**src/acfp_pkg.sv**
```systemverilog
// ----------------------------------------------------------------------------
// ASCII CAN frame parser package
// Shared constants, types and the hex digit decoder of the parser.
// ----------------------------------------------------------------------------
package acfp_pkg;

  localparam int unsigned MAX_DATA_BYTES = 8;
  localparam int unsigned CHAR_W         = 8;
  localparam int unsigned NIBBLE_W       = 4;
  localparam int unsigned POS_W          = 5;
  localparam int unsigned ACC_ID_W       = 32;
  localparam int unsigned ID_W           = 29;
  localparam int unsigned LEN_W          = 4;
  localparam int unsigned PAYLOAD_W      = 64;
  localparam int unsigned STD_ID_DIGITS  = 3;
  localparam int unsigned EXT_ID_DIGITS  = 8;

  localparam logic [ACC_ID_W-1:0] STD_ID_MAX = 32'h0000_07ff;
  localparam logic [ACC_ID_W-1:0] EXT_ID_MAX = 32'h1fff_ffff;

  localparam logic [CHAR_W-1:0] CHAR_STD_DATA = 8'h74;  // 't'
  localparam logic [CHAR_W-1:0] CHAR_EXT_DATA = 8'h54;  // 'T'
  localparam logic [CHAR_W-1:0] CHAR_STD_RTR  = 8'h72;  // 'r'
  localparam logic [CHAR_W-1:0] CHAR_EXT_RTR  = 8'h52;  // 'R'
  localparam logic [CHAR_W-1:0] CHAR_ZERO     = 8'h30;  // '0'
  localparam logic [CHAR_W-1:0] CHAR_NINE     = 8'h39;  // '9'
  localparam logic [CHAR_W-1:0] CHAR_UPPER_A  = 8'h41;  // 'A'
  localparam logic [CHAR_W-1:0] CHAR_UPPER_F  = 8'h46;  // 'F'
  localparam logic [CHAR_W-1:0] CHAR_LOWER_A  = 8'h61;  // 'a'
  localparam logic [CHAR_W-1:0] CHAR_LOWER_F  = 8'h66;  // 'f'
  localparam logic [CHAR_W-1:0] HEX_TEN       = 8'd10;

  typedef enum logic [1:0] {
    STATUS_OK      = 2'd0,
    STATUS_BAD_CMD = 2'd1,
    STATUS_BAD_ID  = 2'd2,
    STATUS_BAD_LEN = 2'd3
  } status_e;

  typedef struct packed {
    logic [CHAR_W-1:0] character;
    logic              line_start;
  } char_t;

  typedef struct packed {
    status_e              status;
    logic                 extended;
    logic                 remote;
    logic [ID_W-1:0]      identifier;
    logic [LEN_W-1:0]     byte_count;
    logic [PAYLOAD_W-1:0] payload;
  } frame_t;

  // Characters outside 0-9, A-F and a-f decode as zero.
  function automatic logic [NIBBLE_W-1:0] hex_value(input logic [CHAR_W-1:0] c);
    logic [CHAR_W-1:0] diff;
    diff = '0;
    if (c >= CHAR_ZERO && c <= CHAR_NINE) begin
      diff = c - CHAR_ZERO;
    end else if (c >= CHAR_UPPER_A && c <= CHAR_UPPER_F) begin
      diff = c - CHAR_UPPER_A + HEX_TEN;
    end else if (c >= CHAR_LOWER_A && c <= CHAR_LOWER_F) begin
      diff = c - CHAR_LOWER_A + HEX_TEN;
    end
    return diff[NIBBLE_W-1:0];
  endfunction

endpackage

```
**src/acfp_char_if.sv**
```systemverilog
// ----------------------------------------------------------------------------
// Character channel
// Valid/ready channel that carries one command character per transaction.
// ----------------------------------------------------------------------------
interface acfp_char_if;
  logic                           valid;
  logic                           ready;
  logic [acfp_pkg::CHAR_W-1:0]    character;
  logic                           line_start;

  modport source (output valid, character, line_start, input ready);
  modport sink   (input valid, character, line_start, output ready);
endinterface

```
**src/acfp_frame_if.sv**
```systemverilog
// ----------------------------------------------------------------------------
// Frame channel
// Valid/ready channel that carries one parsed frame per transaction.
// ----------------------------------------------------------------------------
interface acfp_frame_if;
  logic                             valid;
  logic                             ready;
  logic [1:0]                       status;
  logic                             extended;
  logic                             remote;
  logic [acfp_pkg::ID_W-1:0]        identifier;
  logic [acfp_pkg::LEN_W-1:0]       byte_count;
  logic [acfp_pkg::PAYLOAD_W-1:0]   payload;

  modport source (output valid, status, extended, remote, identifier, byte_count, payload,
                  input ready);
  modport sink   (input valid, status, extended, remote, identifier, byte_count, payload,
                  output ready);
endinterface

```
**src/acfp_in_reg.sv**
```systemverilog
// ----------------------------------------------------------------------------
// Input register
// Captures one character per transaction and holds it until the parser
// step can take it.
// ----------------------------------------------------------------------------
module acfp_in_reg (
  input  logic                          clk_i,
  input  logic                          rst_ni,
  input  logic                          valid_i,
  output logic                          ready_o,
  input  logic [acfp_pkg::CHAR_W-1:0]   character_i,
  input  logic                          line_start_i,
  input  logic                          advance_i,
  output logic                          valid_o,
  output acfp_pkg::char_t               char_o
);

  logic            valid_q, valid_d;
  acfp_pkg::char_t char_q;

  // The register frees up in the same cycle that its character moves on.
  assign ready_o = !valid_q || advance_i;

  always_comb begin
    valid_d = valid_q;
    if (ready_o) begin
      valid_d = valid_i;
    end
  end

  always_ff @(posedge clk_i or negedge rst_ni) begin
    if (!rst_ni) begin
      valid_q <= 1'b0;
    end else begin
      valid_q <= valid_d;
    end
  end

  always_ff @(posedge clk_i) begin
    if (valid_i && ready_o) begin
      char_q.character  <= character_i;
      char_q.line_start <= line_start_i;
    end
  end

  assign valid_o = valid_q;
  assign char_o  = char_q;

endmodule

```
**src/acfp_core.sv**
```systemverilog
// ----------------------------------------------------------------------------
// Parser core
// Holds the command state and applies one character per step, giving the
// frame when the command completes or fails.
// ----------------------------------------------------------------------------
module acfp_core #(
  parameter int unsigned MaxDataBytes = acfp_pkg::MAX_DATA_BYTES
) (
  input  logic              clk_i,
  input  logic              rst_ni,
  input  logic              step_i,
  input  acfp_pkg::char_t   char_i,
  output logic              res_valid_o,
  output acfp_pkg::frame_t  res_o
);

  localparam int unsigned DataW   = 8 * MaxDataBytes;
  localparam int unsigned Nibbles = 2 * MaxDataBytes;
  localparam int unsigned PosMax  = acfp_pkg::EXT_ID_DIGITS + 2 * MaxDataBytes;

  logic [acfp_pkg::POS_W-1:0]    pos_q, pos_d;
  logic                          active_q, active_d;
  logic                          ext_q, ext_d;
  logic                          rem_q, rem_d;
  logic [acfp_pkg::ACC_ID_W-1:0] id_q, id_d;
  logic [acfp_pkg::LEN_W-1:0]    len_q, len_d;
  logic [DataW-1:0]              pay_q, pay_d;

  logic [acfp_pkg::NIBBLE_W-1:0] digit;
  logic [acfp_pkg::POS_W-1:0]    id_digits;
  logic [acfp_pkg::POS_W-1:0]    pos_inc;
  logic [acfp_pkg::POS_W-1:0]    data_idx;
  logic [acfp_pkg::POS_W-1:0]    nib_idx;
  logic [acfp_pkg::ACC_ID_W-1:0] id_shift;
  logic [acfp_pkg::ACC_ID_W-1:0] id_limit;
  logic                          letter_ok;
  logic                          emit;
  acfp_pkg::status_e             status;

  assign digit     = acfp_pkg::hex_value(char_i.character);
  assign id_digits = ext_q ? acfp_pkg::POS_W'(acfp_pkg::EXT_ID_DIGITS)
                           : acfp_pkg::POS_W'(acfp_pkg::STD_ID_DIGITS);
  assign id_limit  = ext_q ? acfp_pkg::EXT_ID_MAX : acfp_pkg::STD_ID_MAX;
  assign pos_inc   = pos_q + 1'b1;
  assign id_shift  = {id_q[acfp_pkg::ACC_ID_W-acfp_pkg::NIBBLE_W-1:0], digit};
  // Data digit index after the length digit; the high nibble of each byte
  // arrives first, so the nibble slot is the index with its low bit flipped.
  assign data_idx  = pos_q - id_digits - 1'b1;
  assign nib_idx   = {data_idx[acfp_pkg::POS_W-1:1], ~data_idx[0]};

  assign letter_ok = (char_i.character == acfp_pkg::CHAR_STD_DATA)
                  || (char_i.character == acfp_pkg::CHAR_EXT_DATA)
                  || (char_i.character == acfp_pkg::CHAR_STD_RTR)
                  || (char_i.character == acfp_pkg::CHAR_EXT_RTR);

  always_comb begin
    pos_d    = pos_q;
    active_d = active_q;
    ext_d    = ext_q;
    rem_d    = rem_q;
    id_d     = id_q;
    len_d    = len_q;
    pay_d    = pay_q;
    emit     = 1'b0;
    status   = acfp_pkg::STATUS_OK;

    if (char_i.line_start) begin
      pos_d = '0;
      id_d  = '0;
      len_d = '0;
      pay_d = '0;
      if (letter_ok) begin
        ext_d    = (char_i.character == acfp_pkg::CHAR_EXT_DATA)
                || (char_i.character == acfp_pkg::CHAR_EXT_RTR);
        rem_d    = (char_i.character == acfp_pkg::CHAR_STD_RTR)
                || (char_i.character == acfp_pkg::CHAR_EXT_RTR);
        active_d = 1'b1;
      end else begin
        ext_d  = 1'b0;
        rem_d  = 1'b0;
        emit   = 1'b1;
        status = acfp_pkg::STATUS_BAD_CMD;
      end
    end else if (active_q) begin
      pos_d = pos_inc;
      if (pos_q < id_digits) begin
        id_d = id_shift;
        if (pos_inc == id_digits && id_shift > id_limit) begin
          emit   = 1'b1;
          status = acfp_pkg::STATUS_BAD_ID;
        end
      end else if (pos_q == id_digits) begin
        len_d = digit;
        if (digit > acfp_pkg::LEN_W'(MaxDataBytes)) begin
          emit   = 1'b1;
          status = acfp_pkg::STATUS_BAD_LEN;
        end else if (rem_q || digit == '0) begin
          emit = 1'b1;
        end
      end else begin
        for (int n = 0; n < Nibbles; n++) begin
          if (nib_idx == acfp_pkg::POS_W'(n)) begin
            pay_d[n*acfp_pkg::NIBBLE_W +: acfp_pkg::NIBBLE_W] =
              pay_q[n*acfp_pkg::NIBBLE_W +: acfp_pkg::NIBBLE_W] | digit;
          end
        end
        if ({1'b0, data_idx} + 1'b1 >= {1'b0, len_q, 1'b0}) begin
          emit = 1'b1;
        end
      end
    end

    if (emit) begin
      active_d = 1'b0;
    end
  end

  always_comb begin
    res_o.status     = status;
    res_o.extended   = ext_d;
    res_o.remote     = rem_d;
    res_o.identifier = '0;
    res_o.byte_count = '0;
    res_o.payload    = '0;
    if (status == acfp_pkg::STATUS_OK) begin
      res_o.identifier = id_d[acfp_pkg::ID_W-1:0];
      res_o.byte_count = len_d;
      res_o.payload    = acfp_pkg::PAYLOAD_W'(pay_d);
    end
  end

  assign res_valid_o = step_i && emit;

  always_ff @(posedge clk_i or negedge rst_ni) begin
    if (!rst_ni) begin
      pos_q    <= '0;
      active_q <= 1'b0;
      ext_q    <= 1'b0;
      rem_q    <= 1'b0;
      id_q     <= '0;
      len_q    <= '0;
      pay_q    <= '0;
    end else if (step_i) begin
      pos_q    <= pos_d;
      active_q <= active_d;
      ext_q    <= ext_d;
      rem_q    <= rem_d;
      id_q     <= id_d;
      len_q    <= len_d;
      pay_q    <= pay_d;
    end
  end

  a_err_fields_zero : assert property (@(posedge clk_i) disable iff (!rst_ni)
    res_valid_o && res_o.status != acfp_pkg::STATUS_OK
      |-> res_o.identifier == '0 && res_o.byte_count == '0 && res_o.payload == '0)
    else $error("failed frame carries nonzero identifier, length or data");

  a_ok_len_bound : assert property (@(posedge clk_i) disable iff (!rst_ni)
    res_valid_o && res_o.status == acfp_pkg::STATUS_OK
      |-> res_o.byte_count <= acfp_pkg::LEN_W'(MaxDataBytes))
    else $error("good frame reports a length above the data limit");

  a_idle_after_result : assert property (@(posedge clk_i) disable iff (!rst_ni)
    res_valid_o |=> !active_q)
    else $error("parser still active after giving a frame");

  a_pos_bound : assert property (@(posedge clk_i) disable iff (!rst_ni)
    active_q |-> pos_q <= acfp_pkg::POS_W'(PosMax))
    else $error("character position ran past the longest command");

  a_idle_silent : assert property (@(posedge clk_i) disable iff (!rst_ni)
    step_i && !char_i.line_start && !active_q |-> !res_valid_o)
    else $error("frame given for a character outside a command");

endmodule

```
**src/acfp_out_reg.sv**
```systemverilog
// ----------------------------------------------------------------------------
// Result register
// Holds one parsed frame until the sink takes it and tells the parser
// when it may step.
// ----------------------------------------------------------------------------
module acfp_out_reg (
  input  logic              clk_i,
  input  logic              rst_ni,
  input  logic              res_valid_i,
  input  acfp_pkg::frame_t  res_i,
  output logic              advance_o,
  output logic              valid_o,
  input  logic              ready_i,
  output acfp_pkg::frame_t  frame_o
);

  logic             valid_q, valid_d;
  acfp_pkg::frame_t frame_q;

  // The parser may step whenever this register is empty or being emptied.
  assign advance_o = !valid_q || ready_i;

  always_comb begin
    valid_d = valid_q;
    if (advance_o) begin
      valid_d = res_valid_i;
    end
  end

  always_ff @(posedge clk_i or negedge rst_ni) begin
    if (!rst_ni) begin
      valid_q <= 1'b0;
    end else begin
      valid_q <= valid_d;
    end
  end

  always_ff @(posedge clk_i) begin
    if (advance_o && res_valid_i) begin
      frame_q <= res_i;
    end
  end

  assign valid_o = valid_q;
  assign frame_o = frame_q;

endmodule

```
**src/ascii_can_frame_parser.sv**
```systemverilog
// ----------------------------------------------------------------------------
// ASCII CAN frame parser
// Parses serial-line CAN frame commands, one character per transaction.
//
//   Channel   Direction  Carries
//   char_i    in         character, line_start
//   frame_o   out        status, extended, remote, identifier, byte_count,
//                        payload
//
// One character is taken per cycle while no stalled frame holds the flow.
// frame_o.valid rises once the character that completes or fails the command
// has left the input register and its frame is held in the result register.
// The parser step between the two registers is combinational; only the sink stalls it.
// A stalled frame holds in the result register; one more character waits
// in the input register, then char_i.ready drops.
// Reset clears the valid flags and the parser to idle.
// ----------------------------------------------------------------------------
module ascii_can_frame_parser #(
  parameter int unsigned MaxDataBytes = acfp_pkg::MAX_DATA_BYTES
) (
  input  logic          clk_i,
  input  logic          rst_ni,
  acfp_char_if.sink     char_i,
  acfp_frame_if.source  frame_o
);

  logic             in_valid;
  acfp_pkg::char_t  in_char;
  logic             advance;
  logic             step;
  logic             res_valid;
  acfp_pkg::frame_t res;
  acfp_pkg::frame_t frame;

  acfp_in_reg u_in_reg (
    .clk_i        (clk_i),
    .rst_ni       (rst_ni),
    .valid_i      (char_i.valid),
    .ready_o      (char_i.ready),
    .character_i  (char_i.character),
    .line_start_i (char_i.line_start),
    .advance_i    (advance),
    .valid_o      (in_valid),
    .char_o       (in_char)
  );

  assign step = in_valid && advance;

  acfp_core #(
    .MaxDataBytes (MaxDataBytes)
  ) u_core (
    .clk_i       (clk_i),
    .rst_ni      (rst_ni),
    .step_i      (step),
    .char_i      (in_char),
    .res_valid_o (res_valid),
    .res_o       (res)
  );

  acfp_out_reg u_out_reg (
    .clk_i       (clk_i),
    .rst_ni      (rst_ni),
    .res_valid_i (res_valid),
    .res_i       (res),
    .advance_o   (advance),
    .valid_o     (frame_o.valid),
    .ready_i     (frame_o.ready),
    .frame_o     (frame)
  );

  assign frame_o.status     = frame.status;
  assign frame_o.extended   = frame.extended;
  assign frame_o.remote     = frame.remote;
  assign frame_o.identifier = frame.identifier;
  assign frame_o.byte_count = frame.byte_count;
  assign frame_o.payload    = frame.payload;

endmodule

```
**src/flat_wrapper.sv**
```systemverilog
// flat-port wrapper written by rule: the top's interface ports become plain ports
module ascii_can_frame_parser_flat 
#(
  parameter int unsigned MaxDataBytes = acfp_pkg::MAX_DATA_BYTES
)
  (clk_i, rst_ni, char_i_valid, char_i_character, char_i_line_start, char_i_ready, frame_o_valid, frame_o_status, frame_o_extended, frame_o_remote, frame_o_identifier, frame_o_byte_count, frame_o_payload, frame_o_ready);
  acfp_char_if char_i_i ();
  acfp_frame_if frame_o_i ();
  input  logic clk_i;
  input  logic rst_ni;
  input wire logic [$bits(char_i_i.valid)-1:0] char_i_valid;
  input wire logic [$bits(char_i_i.character)-1:0] char_i_character;
  input wire logic [$bits(char_i_i.line_start)-1:0] char_i_line_start;
  output wire logic [$bits(char_i_i.ready)-1:0] char_i_ready;
  output wire logic [$bits(frame_o_i.valid)-1:0] frame_o_valid;
  output wire logic [$bits(frame_o_i.status)-1:0] frame_o_status;
  output wire logic [$bits(frame_o_i.extended)-1:0] frame_o_extended;
  output wire logic [$bits(frame_o_i.remote)-1:0] frame_o_remote;
  output wire logic [$bits(frame_o_i.identifier)-1:0] frame_o_identifier;
  output wire logic [$bits(frame_o_i.byte_count)-1:0] frame_o_byte_count;
  output wire logic [$bits(frame_o_i.payload)-1:0] frame_o_payload;
  input wire logic [$bits(frame_o_i.ready)-1:0] frame_o_ready;
  assign char_i_i.valid = char_i_valid;
  assign char_i_i.character = char_i_character;
  assign char_i_i.line_start = char_i_line_start;
  assign char_i_ready = char_i_i.ready;
  assign frame_o_valid = frame_o_i.valid;
  assign frame_o_status = frame_o_i.status;
  assign frame_o_extended = frame_o_i.extended;
  assign frame_o_remote = frame_o_i.remote;
  assign frame_o_identifier = frame_o_i.identifier;
  assign frame_o_byte_count = frame_o_i.byte_count;
  assign frame_o_payload = frame_o_i.payload;
  assign frame_o_i.ready = frame_o_ready;
  ascii_can_frame_parser #(.MaxDataBytes(MaxDataBytes)) u_core (.clk_i(clk_i), .rst_ni(rst_ni), .char_i(char_i_i), .frame_o(frame_o_i));
endmodule
```
**config.mk**
```make
export PLATFORM = sky130hd
export DESIGN_NAME = ascii_can_frame_parser_flat
export DESIGN_NICKNAME = d
export VERILOG_FILES = /design/src/acfp_pkg.sv /design/src/acfp_char_if.sv /design/src/acfp_frame_if.sv /design/src/acfp_in_reg.sv /design/src/acfp_core.sv /design/src/acfp_out_reg.sv /design/src/ascii_can_frame_parser.sv /design/src/flat_wrapper.sv
export SDC_FILE = /design/constraint.sdc
export NUM_CORES = 1
export LEC_CHECK = 0
export BUFFER_PORTS_ARGS = -buffer_cell sky130_fd_sc_hd__buf_2
export CORE_MARGIN = 1.5
export CORE_UTILIZATION = 35
export CTS_BUF_LIST = sky130_fd_sc_hd__clkbuf_4 sky130_fd_sc_hd__clkbuf_8
export CTS_CLUSTER_DIAMETER = 50
export DETAILED_ROUTE_END_ITERATION = 12
export PLACE_DENSITY_LB_ADDON = 0.25
export SETUP_SLACK_MARGIN = 0.3
export SKIP_LAST_GASP = 1
export SLEW_MARGIN = 20
export SYNTH_ARGS = -nofsm -noshare
export SYNTH_HDL_FRONTEND = slang
export SYNTH_SLANG_ARGS = --single-unit
```
**constraint.sdc**
```tcl
create_clock -name clk_i -period 15.9 [get_ports clk_i]
set_input_delay 1.59 -clock clk_i [delete_from_list [all_inputs] [get_ports clk_i]]
set_output_delay 1.59 -clock clk_i [all_outputs]
set_load 0.01 [all_outputs]
```
# Word-level counts from Yosys, hierarchy flattened
# Cells that the tools add are included.
[op_classes]
n_reduce_logical = 26
bitwise = 17
n_addsub = 9
n_eq_ne = 21
muxes = 57
magnitude_cmp = 10
[ops]
columns = ["cell", "count"]
rows = [
  ["$mux W64", 4],
  ["$mux W29", 4],
  ["$mux W4", 24],
  ["$or A4 B4 Y4", 16],
  ["$eq A5 B4 Y1 const B", 8],
  ["$eq A8 B7 Y1 const B", 4],
  ["$gt A32 B29 Y1", 1],
  ["$eq A5 B3 Y1 const B", 4],
  ["$mux W1", 17],
  ["$ge A8 B7 Y1 const B", 2],
  ["$le A8 B7 Y1 const B", 2],
  ["$mux W2", 6],
  ["$sub A4 B1 Y4 const B", 3],
  ["$eq A5 B2 Y1 const B", 2],
  ["$eq A5 B4 Y1", 2],
  ["$mux W5", 2],
  ["$add A4 B4 Y4 const B", 2],
  ["$ge A8 B6 Y1 const B", 1],
  ["$le A8 B6 Y1 const B", 1],
  ["$logic_and A1 B1 Y1", 8],
  ["$logic_or A1 B1 Y1", 8],
  ["$add A5 B1 Y6 const B", 1],
  ["$ge A6 B5 Y1", 1],
  ["$reduce_bool A2 Y1", 3],
  ["13 further kinds", 14],
]
[totals]
inputBits = 13
reg_bits = 217
out_inout_bits = 103

# Depth between registers and ports, before layout
# Gate-level depths: netlist (run 1).
[depth]
depth_word = 15
depth_mapped = 13

# Modules after synthesis
# Synthesis (run 1) repeated with hierarchy kept, for this count alone.
[hier_totals]
hier_cells = 944
hier_area_um2 = 10142.2
[modules_own_cells]
columns = ["module", "cells_each", "instances", "area_each_um2", "seq_area_each_um2"]
rows = [
  ["acfp_core", 825, 1, 6725.2, 2627.5],
  ["acfp_out_reg", 105, 1, 3086.7, 3057.9],
  ["acfp_in_reg", 13, 1, 324.1, 295.3],
  ["ascii_can_frame_parser", 1, 1, 6.3, 0.0],
]

# Worst setup path after synthesis (run 1)
# No wires, ideal clock.
[synth_path]
path_type = "register to register"
start = "register u_core.u_core.ext_q"
end = "register u_core.u_out_reg.frame_q (netlist bit u_core.u_out_reg.frame_o[0]) (enable)"
stages_incl_launch_ff = 13
required_time_ps = 15215
path_buffers = 0
path_slack_ps = 5498
arrival_ps = 9717
period_less_slack_ps = 10402
setup_ps = 685
path_cell_list = "dfrtp_1 inv_1 fa_1 inv_1 ha_1 ha_1 nand2_1 a21boi_0 o21ai_0 nand2b_1 a211oi_1 o41a_1 nor3_1"
[synth_via]
elab_chain_len = 12
word_cells_on_any_way = 19
classes_between = "3 x add/sub; 3 x order compare; 2 x eq/ne; 8 x mux; 3 x reduce/logical"
[synth_lines]
columns = ["item", "line", "source"]
rows = [
  ["start: declaration", "acfp_core.sv:23", "logic ext_q, ext_d;"],
  ["start signal: assignment", "acfp_core.sv:146", "ext_q <= ext_d;"],
  ["$mux W4", "acfp_core.sv:41", "assign id_digits = ext_q ? acfp_pkg::POS_W'(acfp_pkg::EXT_ID_DIGITS)"],
  ["$sub A5 B4 Y5", "acfp_core.sv:48", "assign data_idx = pos_q - id_digits - 1'b1;"],
  ["$sub A5 B1 Y5", "acfp_core.sv:48", ""],
  ["$add A5 B1 Y6", "acfp_core.sv:107", "if ({1'b0, data_idx} + 1'b1 >= {1'b0, len_q, 1'b0}) begin"],
  ["$ge A6 B5 Y1", "acfp_core.sv:107", ""],
  ["$mux W1", "acfp_core.sv:107", ""],
  ["$mux W1", "acfp_core.sv:92", "end else if (pos_q == id_digits) begin"],
  ["$mux W1 (*)", "acfp_core.sv:86", "if (pos_q < id_digits) begin"],
  ["$mux W1 (*)", "acfp_core.sv:84", "end else if (active_q) begin"],
  ["$mux W1 (*)", "acfp_core.sv:67", "if (char_i.line_start) begin"],
  ["$logic_and A1 B1 Y1 (*)", "acfp_core.sv:132", "assign res_valid_o = step_i && emit;"],
  ["$logic_and A1 B1 Y1 (*)", "acfp_out_reg.sv:39", "if (advance_o && res_valid_i) begin"],
  ["end signal: assignment", "acfp_out_reg.sv:40", "frame_q <= res_i;"],
  ["end: declaration", "acfp_out_reg.sv:18", "acfp_pkg::frame_t frame_q;"],
]
# Every way passes the cells marked *; elsewhere a longest branch is shown, timed or not.
# A chain may end at the register's enable or synchronous reset.

# Final worst setup path (run 1)
[layout_path]
start = "register u_core.u_core.ext_q"
end = "register u_core.u_out_reg.frame_q (netlist bit u_core.u_out_reg.frame_o[23]) (enable)"
# Same word-level chain as after synthesis.

==> results of run 1 <==
power by group through the flow:
stage          Clock (W)  Combinational (W)  Sequential, W
2_1_floorplan          0           0.000244       0.000745
3_3_place_gp           0           0.000356       0.000750
3_5_place_dp           0           0.000365       0.000750
4_1_cts         0.000518           0.000367       0.000741
5_1_grt         0.000541           0.000418       0.000751
6_report        0.000504           0.000365       0.000741
placed cells by master, fill, tap and decap left out, drive strengths merged, types with 6 or more instances in the layout:
master  synthesis  layout
nor3           11      11
nand4           6       6
nand2b          7       7
and2            7       7
edfxtp        110     110
dfrtp         107     107
buf            22     125
nand3          14      14
a21oi         167     167
nand2         114     114
ha             36      36
a21boi         31      31
nor2          158     158
clkbuf         36      57
xnor2           6       6
mux2i           7       7
o21ai          47      47
a211oi          7       7
clkinv          0      10
inv            20      21
cell families (layout without fill, tap and decap cells):
group	count (synthesis)	in the layout
compound gates	286	286
xor+xnor	8	8
fa+ha+maj	37	37
buf+inv	78	215
flops	217	217
mux	7	7
simple gates	337	337
stage by stage:
step,total power [W],area (sq um)
2_1_floorplan,0.000989,10000
3_5_place_dp,0.00112,10900
4_1_cts,0.00163,11700
5_1_grt,0.00171,11700
3_3_place_gp,0.00111,10900
6_report,0.00161,11700
metal layers:
metal,global-route usage (%),routed length (microns)
met1,24.1,11700
met2,26.6,11100
met3,3.39,1470
met4,5.78,599
met5,0,0
final timing paths:
path,to,startpoint,depth (start not counted)
worst max-delay path,u_core.u_out_reg.frame_o[23],u_core.u_core.ext_q,13
worst min-delay path,u_core.u_core.id_q[28],u_core.u_core.id_q[28],2
worst max register to register,u_core.u_out_reg.frame_o[23],u_core.u_core.ext_q,13
worst min register to register,u_core.u_core.id_q[28],u_core.u_core.id_q[28],2
max in group asynchronous,u_core.u_core.rem_q,rst_ni,2
min in group asynchronous,u_core.u_core.id_q[13],rst_ni,1
final cells by class:
| cell class | instances | area (sq um) |
|---|---|---|
| Clock inverter | 13 | 70.1 |
| Sequential cell | 217 | 5980 |
| Fill cell | 2747 | 16300 |
| Inverter | 20 | 75.1 |
| Clock buffer | 57 | 684 |
| Multi-Input combinational cell | 675 | 3730 |
| Timing Repair Buffer | 125 | 653 |
| Tap cell | 378 | 473 |
registers in the layout, summed over array words and instances, names as in the netlist, 4 cells and up:
signal                    count
u_core.u_core.len_q           4
u_core.u_core.pay_q          64
u_core.u_core.pos_q           5
u_core.u_core.id_q           29
u_core.u_out_reg.frame_o    101
u_core.u_in_reg.char_o        9
worst reg2reg max path, stage by stage (launching register included):
cell and delay, ns:
dfrtp_1 0.41, inv_1 0.64, fa_1 0.59, inv_1 0.14, ha_1 0.22, xnor2_1 0.09, ha_1 0.28, a21boi_0 0.17
o21ai_0 0.09, nand2b_1 0.09, a211oi_1 0.09, o41a_1 0.42, nor3_2 0.20, buf_4 0.66
cell usage after synthesis, types with 2 or more instances:
master / instances / area (sq um)
mux2i_1: 7 / 70.1
nand4_1: 6 / 37.5
and3_1: 4 / 25.0
a32o_1: 4 / 40.0
xor2_1: 2 / 17.5
buf_4: 4 / 30.0
a21boi_0: 31 / 233
ha_1: 36 / 450
a211oi_1: 7 / 52.6
buf_1: 2 / 7.51
a21oi_1: 167 / 836
a2111oi_4: 2 / 55.1
or3_1: 4 / 25.0
nor3_1: 10 / 50.1
a21o_1: 5 / 37.5
edfxtp_1: 110 / 3300
dfrtp_1: 107 / 2680
nand3_1: 14 / 70.1
a31oi_1: 4 / 25.0
a22o_1: 2 / 17.5
xnor2_1: 6 / 52.6
clkbuf_1: 36 / 135
buf_2: 16 / 80.1
nand2_1: 114 / 428
o21ai_1: 4 / 20.0
nand2b_1: 7 / 43.8
o21ai_0: 43 / 215
nor4_1: 4 / 25.0
nor2_1: 158 / 593
o22ai_1: 5 / 31.3
inv_1: 20 / 75.1
and2_1: 7 / 43.8
nor2b_1: 2 / 12.5
o211ai_1: 3 / 22.5
==> metrics.yaml, run 1 <==
cts_resized: 0
power.share.clock_pct: 31.3
synthMuxAreaShare_pct: 0.699
status: "completed"
power_frac_comb_pct: 22.7
min_period_over_period_pct: 28.2
synth_xor_xnor_area_share_pct: 0.699
final_core_util_pct: 41.6
place_inst: 1415
clk_latency_ns: 0.53
synth_ff_type: "edfxtp_1"
overflow: 0
fin_crit_ns: 4.48
worst_path_largest_cell_delay_ns: 0.66
routabilityCongestion: 0.841
antenna_found_initial: 0
hold_class: "register to register"
grt_max_degree: 65
synth_top_family_by_area: "compound AO/OA/AOI/OAI gates"
dp_slack_ns: 11.43
leakage_nw: 4.88
synth_edf_count: 110
cts_hold_buffers: 0
crit_fanout: 59
ir_drop_v: 0.0000526
switchingPower_w: 0.000532
async_flop_share_pct: 49.3
ys_seq_elements: 217
via_per_inst: 5.06
fin_hold_ws_ns: 0.483
path_buf_inv: 3
area_growth_pct: 16.5
syn_nets: 1020
rows: 61
crit_arrival_ns: 4.63
track_usage_pct: 17.2
io_buffers: 115
synth-compound-area-share_pct: 16.7
fp.dieW_microns: 172
drv_cap: 0
drive_gt1_share_pct: 18.1
ys_seq_area_share_pct: 59.7
tritoncts: "done"
grt_first_pass_wirelength_mm: 39.6
rsz0062_at_grt: "no"
cts.htree.levels: 2
root_buffer: "clkbuf_8"
switching_share_pct: 33.1
ys_types: 51
num_io_pins: 116
routedWlPerCell_microns: 16.7
tightest_slew_ns: 1.07
cts_num_sinks: 217
cp_top_family: "buffers and inverters"
synth_adder_area_share_pct: 4.70
dr.pass1.iters: 5
wirelength_mm: 24.9
drcViolationCount: 0
syn_inst: 970
synth-simple-area-share_pct: 14.2
syn_area_sq_mm: 0.0100
vias: 7513
finalClockSkew_ns: 0.0229
seqPwrFrac_pct: 46.0
cts_setup_buffers: 0
hold_viol_final: 0
ys_warn_count: 0
grt_pass1_vias: 7316
initial_core_util_pct: 35.8
cts.path.max_buffers: 3
die_h_microns: 172
numCtsBuffers: 38
ant_nets: 0
startpoint_type: "register"
antennaDiodeCount: 0
clk_pin_slew_ns: 0.06
hpwlAfterDp_mm: 15.5
timing.setup.tns_ns: 0
avgSynthCellArea_sq_um: 10.3
power.density_mw_per_mm2: 138
drv_slew: 0
critical_path_class: "register to register"
worstSetupEndpointType: "register"
fin_ws_ns: 11.42
design.core.area_sq_mm: 0.0280
slowest_stage: "buf_4"
final_nets: 1127
rrSetupSlack_ns: 11.42
finalSetupViolCount: 0
fin_cells: 1485
max_freq_mhz: 223
cp.required_ns: 16.05
intPower_w: 0.00108
slew_headroom_pct: 28.4
cp_cell_sequence: "inv_1, fa_1, inv_1, ha_1, xnor2_1, ha_1, a21boi_0, o21ai_0, nand2b_1, a211oi_1, o41a_1, nor3_2, buf_4"
first_iter_violations: 589
dieArea_sq_mm: 0.0296
Power figures use the tool's default switching activity.
==> run 2, diff against run 1 <==
--- a/config.mk
+++ b/config.mk
@@ -5,6 +5,7 @@
 export SDC_FILE = /design/constraint.sdc
 export NUM_CORES = 1
 export LEC_CHECK = 0
+export ABC_AREA = 1
 export BUFFER_PORTS_ARGS = -buffer_cell sky130_fd_sc_hd__buf_2
 export CORE_MARGIN = 1.5
 export CORE_UTILIZATION = 35
==> constraint.sdc (replaced) <==
create_clock -name clk_i -period 4.1 [get_ports clk_i]
set_input_delay 0.41 -clock clk_i [delete_from_list [all_inputs] [get_ports clk_i]]
set_output_delay 0.41 -clock clk_i [all_outputs]
set_load 0.01 [all_outputs]
==> run 2 against run 1 <==
Net effect: combinational power up 90%; hold slack worse by 0.41 ns; largest power group unchanged; design area grew 4.6%; routed wire length down 1.6%; global-route usage fell by 1.3 points; setup slack got worse by 11 ns; area after synthesis increased by 2.6%.
==> metrics.yaml, run 2 <==
status: "completed"
path_buf_inv: 5
min_period_over_period_pct: 88.1
die_h_microns: 174
first_iter_violations: 559
rr_worst_depth: 19
cp_cell_sequence: "ha_1, inv_1, fa_2, or2_4, nand2_4, nand3_1, or2_2, nand2_1, inv_1, ha_1, o21a_1, o21ai_1, o211ai_1, nand3_1, nand2_1, nand3_2, clkinvlp_4, buf_12, clkbuf_16"
dr.pass1.iters: 5
routabilityCongestion: 0.814
drv_slew: 0
final_cell_mix: "nand2_1 (191), o21ai_0 (187), nor2_1 (162)"
vias: 7632
finalSetupViolCount: 0
routedWlPerCell_microns: 15.4
cp.required_ns: 4.37
hold_viol_final: 0
final_cell_area_sq_mm: 0.0122
final_nets: 1228
initial_core_util_pct: 35.7
rows: 62
drv_cap: 0
async_flop_share_pct: 49.3
design.core.area_sq_mm: 0.0288
max_freq_mhz: 277
r2r-end: "u_core.u_out_reg.frame_o[97]"
leakage_nw: 4.88
syn_area_sq_mm: 0.0103
antenna_found_initial: 0
critical_path_class: "register to register"
cts.path.max_buffers: 3
dr.max_layer_used: "met4"
drcViolationCount: 0
track_usage_pct: 15.9
yosysTopAreaCell: "edfxtp_1"
tightest_slew_ns: 0.898
rsz0062_at_grt: "no"
slew_headroom_pct: 40.1
cp-startpoint: "u_core.u_core.ext_q"
syn_nets: 1106
area_growth_pct: 18.7
io_buffers: 115
worstSetupEndpointType: "register"
ys_seq_elements: 217
crit_arrival_ns: 3.88
drive_gt1_share_pct: 21.4
synth_top_cells_by_area: "edfxtp_1 (32%), dfrtp_1 (26%), o21ai_0 (9.2%), nand2_1 (7.0%), nor2_1 (6.0%)"
avgSynthCellArea_sq_um: 9.73
total_power_w: 0.00521
crit_fanout: 11
clk_pin_slew_ns: 0.06
fin_crit_ns: 3.61
clk_latency_ns: 0.53
worst_path_largest_cell_delay_ns: 0.41
synth_edf_count: 110
wl_met1_mm: 11.9
ys_seq_area_share_pct: 58.2
tritoncts: "done"
rrSetupSlack_ns: 0.49
grt_first_pass_wirelength_mm: 39.0
synth_top_area_share_pct: 32.1
slowest_stage: "dfrtp_2"
root_buffer: "clkbuf_8"
syn_inst: 1056
fin_ws_ns: 0.486
dieArea_sq_mm: 0.0304
hpwlAfterDp_mm: 15.2
fp.dieW_microns: 174
place_area_sq_mm: 0.0113
ys_types: 33
overflow: 0
cp_top_family: "simple AND/OR/NAND/NOR gates"
numCtsBuffers: 38
crit_cells: 19
netlist_top_cells_count: "nand2_1 (193), o21ai_0 (188), nor2_1 (163), edfxtp_1 (110), dfrtp_1 (107)"
num_io_pins: 116
cts.htree.levels: 2
power.density_mw_per_mm2: 427
ir_drop_v: 0.000185
finalClockSkew_ns: 0.0308
wl_met3_mm: 1.26
critPathCapture: "u_core.u_out_reg.frame_o[97]"
hold_class: "input pin to register"
synth_ff_type: "edfxtp_1"
ys_warn_count: 0
via_per_inst: 4.79
reg2reg_from: "u_core.u_core.ext_q"
cts_num_sinks: 217
synth.most_common_cell: "nand2_1"
dp_slack_ns: 0.365
antennaDiodeCount: 0
grt_max_degree: 108
fin_hold_ws_ns: 0.0704
fillerInstances: 2839
wirelength_mm: 24.5
startpoint_type: "register"
final_common_cell: "nand2_1"
grt_pass1_vias: 7422
largest_reg_flops: 101
ant_nets: 0
wl_met2_mm: 10.8
## run 2: logic make-up (layout without fill, tap and decap cells)
logic type	Yosys count	after routing	synth area share [%]
AO/OA/AOI/OAI	245	245	12.5
XOR/XNOR	6	6	0.511
adder cells (fa/ha/maj)	37	37	4.58
buffers and inverters	117	269	5.05
flip-flops	217	217	58.2
AND/OR/NAND/NOR	434	434	19.2
## run 2: through the flow
stage | instances | setup TNS (ns) | util [%]
final | 1592 | 0 | 42.4
after CTS | 1586 | 0 | 42.0
after global placement | 1515 | 0 | 39.1
after floorplan | 1056 | -60.47 | -
after detailed placement | 1515 | 0 | 39.1
after global routing | 1592 | 0 | 42.4
## run 2: timing repair
| item | in CTS | in global routing |
|---|---|---|
| endpoints found under the setup margin | 0 | 84 |
| setup buffers | 0 | 1 |
| hold buffers | 1 | 0 |
| gates resized for setup | 0 | 6 |
| hold endpoints to repair | 63 | 0 |
## run 2: how the worst min path moves through the flow
stage	cells past startpoint	slack (ns)	to	startpoint
final	1	0.07	u_core.u_in_reg.char_o[0]	char_i_line_start
after global routing	1	0.03	u_core.u_in_reg.char_o[0]	char_i_line_start
after CTS	1	0.03	u_core.u_in_reg.char_o[0]	char_i_line_start
after detailed placement	2	0.47	u_core.u_core.pay_q[8]	u_core.u_core.pay_q[8]
after global placement	2	0.46	u_core.u_core.pay_q[51]	u_core.u_core.pay_q[51]
after floorplan	0	0.11	u_core.u_core.active_q	rst_ni
## run 2: final cells by class
class | count | area, sq um | area share, %
repair buffers | 137 | 875 | 7.17
clock inverters | 24 | 199 | 1.63
multi-input cells | 722 | 3820 | 31.3
well taps | 384 | 480 | 3.94
inverters | 62 | 241 | 1.98
clock buffers | 46 | 602 | 4.93
flip-flops and latches | 217 | 5980 | 49.0
## run 2: worst reg2reg max path: stages (launching register included)
cell and delay, ns:
dfrtp_2 0.41, ha_1 0.18, inv_1 0.06, fa_2 0.36
or2_4 0.26, nand2_4 0.08, nand3_1 0.08, or2_2 0.32
nand2_1 0.07, inv_1 0.04, ha_1 0.27, o21a_1 0.11
o21ai_1 0.12, o211ai_1 0.13, nand3_1 0.09, nand2_1 0.09
nand3_2 0.16, clkinvlp_4 0.15, buf_12 0.18, clkbuf_16 0.18
## run 2: power breakdown
| group | total [W] | internal, W | switching [W] |
|---|---|---|---|
| combinational | 0.000692 | 0.000219 | 0.000473 |
| sequential | 0.00243 | 0.00239 | 0.0000451 |
| clock | 0.00209 | 0.00117 | 0.000915 |
| total | 0.00521 | 0.00378 | 0.00143 |
## run 2: metal layers
| metal | vias to the layer above | track usage [%] |
|---|---|---|
| li1 | 3805 | - |
| met1 | 3590 | 22.7 |
| met2 | 203 | 24.6 |
| met3 | 34 | 3.06 |
| met4 | 0 | 4.71 |
| met5 | - | 0 |
